--- src/nnue_pkg.sv ---
// Package with shared constants, types and arithmetic helpers for the NNUE evaluation unit.
package nnue_pkg;

   localparam int HiddenSize   = 256;
   localparam int FeatureCount = 768;
   localparam int ClipLimit    = 255;
   localparam int FinalDivisor = 16320;
   localparam int OutputScale  = 400;

   localparam int HidW  = $clog2(HiddenSize);
   localparam int OwW   = $clog2(2 * HiddenSize);
   localparam int RowW  = 10;
   localparam int ElemW = 9;
   localparam int FwW   = $clog2(FeatureCount * HiddenSize);
   localparam int IdxW  = HidW + 1;

   // Division by a constant d: quotient = (m * Recip) >> (32 + Shift), with
   // Recip = ceil(2^(32+Shift) / d) and Shift = ceil(log2 d). This is exact
   // for every magnitude m below 2^32, which covers both divisions here.
   localparam int ClipShift  = $clog2(ClipLimit);
   localparam int FinalShift = $clog2(FinalDivisor);
   localparam logic [32:0] ClipRecip =
      33'(((64'd1 << (32 + ClipShift)) + 64'(ClipLimit) - 64'd1) / 64'(ClipLimit));
   localparam logic [32:0] FinalRecip =
      33'(((64'd1 << (32 + FinalShift)) + 64'(FinalDivisor) - 64'd1) / 64'(FinalDivisor));

   typedef enum logic [2:0] {
      KIND_WR_FEATURE = 3'd0,
      KIND_WR_OUTPUT  = 3'd1,
      KIND_WR_ACC     = 3'd2,
      KIND_ADD_ROW    = 3'd3,
      KIND_SUB_ROW    = 3'd4,
      KIND_EVALUATE   = 3'd5
   } kind_type;

   typedef enum logic [3:0] {
      ST_IDLE,
      ST_CLEAR,
      ST_ROW_READ,
      ST_ROW_WRITE,
      ST_EVAL_READ,
      ST_EVAL_MAC,
      ST_EVAL_DIV,
      ST_EVAL_SCALE,
      ST_EVAL_FINAL,
      ST_RESULT
   } state_type;

   // Commands from the controller to the datapath.
   typedef struct packed {
      logic            load;
      logic            clear_step;
      logic            row_read;
      logic            row_write;
      logic            eval_read;
      logic            eval_mac;
      logic            div_step;
      logic            scale;
      logic            final_step;
      logic            idx_clear;
      logic            idx_inc;
   } cmd_type;

   // Status from the datapath to the controller.
   typedef struct packed {
      logic            idx_last;
      logic            div_done;
      kind_type        kind;
      logic            row_ok;
   } stat_type;

endpackage

--- src/nnue_ctrl.sv ---
// Controller state machine of the NNUE evaluation unit.
module nnue_ctrl (
   input  logic               clock,
   input  logic               reset,
   input  logic               req_tvalid,
   output logic               req_tready,
   output logic               rsp_tvalid,
   input  logic               rsp_tready,
   input  nnue_pkg::stat_type stat,
   output nnue_pkg::cmd_type  cmd
);
   nnue_pkg::state_type state_ff, state_in;
   logic cmd_pending_ff, cmd_pending_in;

   // Next state.
   always_comb begin
      state_in = state_ff;
      unique case (state_ff)
         nnue_pkg::ST_CLEAR: if (stat.idx_last) state_in = nnue_pkg::ST_IDLE;
         nnue_pkg::ST_IDLE: begin
            if (req_tvalid) begin
               state_in = nnue_pkg::ST_IDLE;
            end
         end
         nnue_pkg::ST_ROW_READ: state_in = nnue_pkg::ST_ROW_WRITE;
         nnue_pkg::ST_ROW_WRITE: begin
            if (stat.idx_last) state_in = nnue_pkg::ST_IDLE;
            else state_in = nnue_pkg::ST_ROW_READ;
         end
         nnue_pkg::ST_EVAL_READ: state_in = nnue_pkg::ST_EVAL_MAC;
         nnue_pkg::ST_EVAL_MAC: begin
            if (stat.idx_last) state_in = nnue_pkg::ST_EVAL_DIV;
            else state_in = nnue_pkg::ST_EVAL_READ;
         end
         nnue_pkg::ST_EVAL_DIV: if (stat.div_done) state_in = nnue_pkg::ST_EVAL_SCALE;
         nnue_pkg::ST_EVAL_SCALE: state_in = nnue_pkg::ST_EVAL_FINAL;
         nnue_pkg::ST_EVAL_FINAL: if (stat.div_done) state_in = nnue_pkg::ST_RESULT;
         nnue_pkg::ST_RESULT: if (rsp_tready) state_in = nnue_pkg::ST_IDLE;
         default: state_in = nnue_pkg::ST_IDLE;
      endcase
      // A freshly latched item is dispatched in the cycle after its acceptance.
      if (state_ff == nnue_pkg::ST_IDLE && cmd_pending_ff) begin
         priority if (stat.kind == nnue_pkg::KIND_EVALUATE)
            state_in = nnue_pkg::ST_EVAL_READ;
         else if ((stat.kind == nnue_pkg::KIND_ADD_ROW ||
                   stat.kind == nnue_pkg::KIND_SUB_ROW) && stat.row_ok)
            state_in = nnue_pkg::ST_ROW_READ;
         else
            state_in = nnue_pkg::ST_IDLE;
      end
   end

   // Outputs.
   always_comb begin
      cmd            = '0;
      req_tready     = 1'b0;
      rsp_tvalid     = 1'b0;
      cmd_pending_in = 1'b0;
      unique case (state_ff)
         nnue_pkg::ST_CLEAR: begin
            cmd.clear_step = 1'b1;
            cmd.idx_inc    = 1'b1;
         end
         nnue_pkg::ST_IDLE: begin
            req_tready     = !cmd_pending_ff;
            cmd.load       = req_tvalid && !cmd_pending_ff;
            cmd_pending_in = cmd.load;
            cmd.idx_clear  = 1'b1;
         end
         nnue_pkg::ST_ROW_READ:  cmd.row_read = 1'b1;
         nnue_pkg::ST_ROW_WRITE: begin
            cmd.row_write = 1'b1;
            cmd.idx_inc   = 1'b1;
         end
         nnue_pkg::ST_EVAL_READ: cmd.eval_read = 1'b1;
         nnue_pkg::ST_EVAL_MAC: begin
            cmd.eval_mac = 1'b1;
            cmd.idx_inc  = 1'b1;
         end
         nnue_pkg::ST_EVAL_DIV:   cmd.div_step = 1'b1;
         nnue_pkg::ST_EVAL_SCALE: cmd.scale = 1'b1;
         nnue_pkg::ST_EVAL_FINAL: cmd.final_step = 1'b1;
         nnue_pkg::ST_RESULT:     rsp_tvalid = 1'b1;
         default: ;
      endcase
   end

   // State registers; reset starts the accumulator clearing sweep.
   always_ff @(posedge clock) begin
      if (reset) begin
         state_ff       <= nnue_pkg::ST_CLEAR;
         cmd_pending_ff <= 1'b0;
      end else begin
         state_ff       <= state_in;
         cmd_pending_ff <= cmd_pending_in;
      end
   end
endmodule

--- config.mk ---
export PLATFORM = sky130hd
export DESIGN_NAME = nnue_ctrl
export DESIGN_NICKNAME = d
export VERILOG_FILES = /design/src/nnue_pkg.sv /design/src/nnue_ctrl.sv
export SDC_FILE = /design/constraint.sdc
export NUM_CORES = 1
export LEC_CHECK = 0
export ABC_CLOCK_PERIOD_IN_PS = 1550
export BUFFER_PORTS_ARGS = -buffer_cell sky130_fd_sc_hd__buf_4
export CORE_AREA = 2 2 39 41
export CTS_CLUSTER_DIAMETER = 200
export DETAILED_ROUTE_END_ITERATION = 12
export DIE_AREA = 0 0 41 43
export SLEW_MARGIN = 30
export SYNTH_ARGS = -nofsm -noshare
export SYNTH_HDL_FRONTEND = slang
export SYNTH_SLANG_ARGS = --single-unit
--- constraint.sdc ---
create_clock -name clock -period 1.55 [get_ports clock]
set_input_delay 0.31 -clock clock [delete_from_list [all_inputs] [get_ports clock]]
set_output_delay 0.31 -clock clock [all_outputs]
set_load 0.01 [all_outputs]
======== Yosys cells after proc, flatten, opt, wreduce, memory -nomap -nowiden ========
Index checks and enable logic that the tools add are counted.
storage, ports and cells
  bits in registers ....................... 5
  input port bits ......................... 10
  logic and storage cells ................. 51
  memory bits (read-only) ................. 0
  memories kept ........................... 0
  RAM bits ................................ 0
  latch bits .............................. 0
operators by class
  magnitude comparators ................... 0
  bitwise gates (word level) .............. 0
  reduce and logical (&&, ||, !) cells .... 8
  add/sub/neg operators ................... 0
  mux-type cells .......................... 24
  divide/modulo/power cells ............... 0
  multiply operators ...................... 0
  equal/unequal tests ..................... 17
  shift operators ......................... 0
operators with widths
  operator                                                count
  one-hot mux 4 bit (10 select lines)                     1
  two-way mux 4 bit                                       6
  equality test 4 x 3 -> 1 bit (second input constant)    4
  two-way mux 1 bit                                       13
  inequality test 3 bit (second input constant)           4
  equality test 4 x 2 -> 1 bit (second input constant)    2
  equality test 4 bit (second input constant)             2
  equality test 3 bit (second input constant)             2
  two-way mux 2 bit                                       3
  AND reduction 5 bit                                     1
  equality test 4 x 1 -> 1 bit (second input constant)    1
  zero test 4 bit                                         1
  equality test 3 x 2 -> 1 bit (second input constant)    1
  logical AND 1 bit                                       3
  two-way mux 3 bit                                       1
  inequality test 3 x 2 -> 1 bit (second input constant)  1
  OR reduction 3 bit                                      1
  zero test 1 bit                                         1
  logical OR 1 bit                                        1

======== Depth between registers and ports, before layout ========
  word-level depth ........................ 6
  gate-level depth with buffers ........... 5
  depth with buffers taken out ............ 4

======== Worst setup path before layout ========
Ideal clock, no wire load.
  path kind ............................... flip-flop to output port
  start ................................... register state_ff[0]
  end ..................................... output cmd[10] in the netlist's numbering
  slack ................................... 71 ps
  arrival time ............................ 1169 ps
  stages on the path, launching flop included .. 4
  cell sequence ........................... dfxtp_1 or4_4 nor3b_2 buf_4
RTL lines
  element                 line             source
  from (decl)             nnue_ctrl.sv:12  nnue_pkg::state_type state_ff, state_in;
  from (signal assigned)  nnue_ctrl.sv:91  state_ff <= nnue_pkg::ST_CLEAR;
  from (signal assigned)  nnue_ctrl.sv:94  state_ff <= state_in;
  to (decl)               nnue_ctrl.sv:10  output nnue_pkg::cmd_type cmd

==> results.md <==
- WL/cell: approximately 11 um
- Setup CP Type: flip-flop to output port
- Post-synthesis sequential area ratio: roughly a quarter
- Post-layout util: 48.73%
- Final Worst Setup Slack: -0.1744 ns
- Cell taking the most area after synthesis: dfxtp_1
- DP Area: around 600 sq um
- CP Max Fanout: 3
- Die ar.: about 1800 sq um
- Synthesized netlist cell count: 54
- PortBufs: 22
- Status: finished, violations left
- Final setup vio count: 3
- Die X-Extent: roughly 41 um
- DRT iter0 DRCs: 8
- Layout cell share with drive strength beyond 1: around half
- Clock Skew: roughly 0.00057 ns
- CTS tree: done
- Row count: 14
- Logic pwr share: just under 30%
- Cts bufs inserted: 3
- CTS Sinks: 5
- Slew margin rel.: between 80% and 90%
- Design area: 674.4 sq um
- Syn Area/Cell: roughly 7.5 sq um
- ANT cells: 0
- Starting Density: 29.20%
- Total gr overflow: 0
- Core Area: 1384 sq um
- RSZ-0062 raised after global routing: yes
- DIE HEIGHT: ~43 um
- H-tree Lvls: 1
- Final Critical Period: 1.724 ns
- Worst Path Required: around 1.2 ns
- Post-DR vias/cell: roughly 4.8
- Net Sw Power: approximately 0.11 mW
- CP Capture Type: output port
- YS warnings: 0
- Area grow syn2layout: 66.87%
- Clock-pin slew on the worst setup and hold paths: 0.04 ns
- DPL Wire Length: between 700 and 800 um
- MaxCap Viol Count: 0
- Clock power share: a little under two fifths
- # IOs: 23
- Top post-synthesis cells by area: dfxtp_1 25%, nor2_1 7.4%, nor3_1 6.2%
- Leak Pwr: between 0.3 and 0.4 nW
- Failing checks: setup timing
- Sw Share: between 20 and 30%
- Worst IR drop on VDD: ~510 uV
- Startpoint Class: flip-flop
- Routed Wire Length: ~1100 um
- Final Max Slew Viols: 0
- Slew @ Worst Pin: about 0.25 ns
- Layout fillers: between 100 and 150
- DRC: 0
- First-pass GRT wire length: approximately 1500 um
- Worst Hold Class: input pin to flip-flop
- 1st-pass router iterations: 3
- Worst skew pair latency: around 0.24 ns
- FF+latch count, synth: 5
- Post-Syn Area: approximately 400 sq um
- GRT Overall Usage: around 12%
- CTS Root Cell: clkbuf_4
- Hold buffer count at cts: 0
- P per Cell Area: 598.3 nW/um^2
- Cell-internal power: ~0.29 mW
- Seq pwr share: between 30% and 40%
- Post-synth cell types: 30
- Final hold violation count: 0
- DRT antenna net count: 0
- Synth Net Count: 64
- Vias in the first global route: 351
- Post-route clock period utilization: 111.3%
- Max clock buf depth: 2
- Initial antenna violation count: 0
- Vias post-DR: ~460
- Synth top area share: between 20% and 30%
- Fin Hold WS: between 0.2 and 0.3 ns
- Final Wtd Congestion: just under 0.7
- FMAX: 0.5799 GHz
- Worst Path Arrival: approximately 1.4 ns
- Fin nets: 91
- Pin count of the biggest net entering global routing: 14
[timing repair]
action                     4_1_cts  5_1_grt
hold endpoints to repair         0        0
setup endpoints to repair        6        9
pin swaps                        2        0
setup buffers                    1        0
gates resized for setup          4        9
[state kept, by name, indices dropped and copies added, names as in the netlist]
register,flops
state_ff,4
cmd_pending_ff,1
[stage by stage]
step | setup TNS, ns | cells | power, mW | setup slack (ns)
floorplan | 0 | 54 | 0.1935 | 0.07094
global route | -0.7668 | 96 | 0.4275 | -0.2480
detailed placement | 0 | 91 | 0.2442 | 0.05656
finish | -0.4082 | 96 | 0.4035 | -0.1744
CTS | -0.4346 | 96 | 0.4028 | -0.1869
global placement | 0 | 91 | 0.2432 | 0.06578
[cell families (layout without fill, tap and decap cells)]
kind of cell    after synthesis  in the layout  synth area share (%)
mux                           1              1                 2.477
compound gates               12             12                 20.13
simple gates                 30             30                 43.97
flops                         5              5                 24.77
buf+inv                       6             32                 8.668
[layout by cell type, fill, tap and decap left out, types with 2 or more instances in the layout]
master,instances
o21ai_0,2
clkinv_2,2
clkbuf_4,3
nor3_1,3
dfxtp_1,5
nand2_1,3
nor2_1,7
nand2b_4,2
buf_4,26
a21oi_1,3
nor3_2,2
[worst max-delay path, cell delays in order (launching register included)]
cell and delay [ns]:
dfxtp_1 0.30, or4_4 0.54, nor3b_2 0.18, buf_4 0.14
[power by group through the flow]
stage	combinational [mW]	clock (mW)	sequential, mW
floorplan	0.0536	0	0.140
global placement	0.104	0	0.139
detailed placement	0.105	0	0.139
CTS	0.111	0.155	0.137
global route	0.129	0.162	0.137
finish	0.118	0.148	0.137
[cell usage after synthesis]
| master | count |
|---|---|
| nor2b_1 | 2 |
| o21ai_0 | 2 |
| nor2_1 | 8 |
| nor3_1 | 5 |
| o21ba_1 | 1 |
| nand2b_1 | 3 |
| and4b_1 | 1 |
| or4_4 | 1 |
| a21oi_1 | 3 |
| a2bb2oi_1 | 1 |
| nand2_1 | 3 |
| and2b_1 | 1 |
| and2_1 | 1 |
| a31oi_1 | 1 |
| clkbuf_1 | 2 |
| buf_6 | 1 |
| or2b_1 | 1 |
| o32ai_1 | 1 |
| mux2i_1 | 1 |
| nand4b_1 | 1 |
| clkinv_1 | 1 |
| nor3b_2 | 1 |
| nor3b_1 | 1 |
| dfxtp_1 | 5 |
| a22oi_1 | 1 |
| and3b_1 | 1 |
| buf_2 | 1 |
| a21o_1 | 1 |
| buf_4 | 1 |
| a21boi_1 | 1 |
[final timing paths]
kind | start | endpoint | slack (ns) | cells past startpoint
min | reset | state_ff[2] | 0.30 | 2
max | state_ff[3] | cmd[10] | -0.17 | 3
min reg2reg | cmd_pending_ff | state_ff[1] | 0.58 | 2
max reg2reg | state_ff[3] | state_ff[1] | 0.19 | 5
[cell type report]
class | count | area [sq um] | share of cell area, %
clock inverter | 1 | 5.005 | 0.7421
clock buffer | 3 | 22.52 | 3.340
tap | 16 | 20.02 | 2.968
multi-input combinational | 43 | 315.3 | 46.75
sequential | 5 | 100.1 | 14.84
timing repair buffer | 27 | 206.4 | 30.61
inverter | 1 | 5.005 | 0.7421
[routing by layer]
metal / vias up / share of wire [%] / GRT usage, %
li1: 246 / - / -
met1: 203 / 43 / 16.72
met2: 13 / 49 / 17.50
met3: 0 / 7.5 / 6.283
met4: 0 / 0 / 2.000
met5: - / 0 / 0
Power figures use the tool's default switching activity.
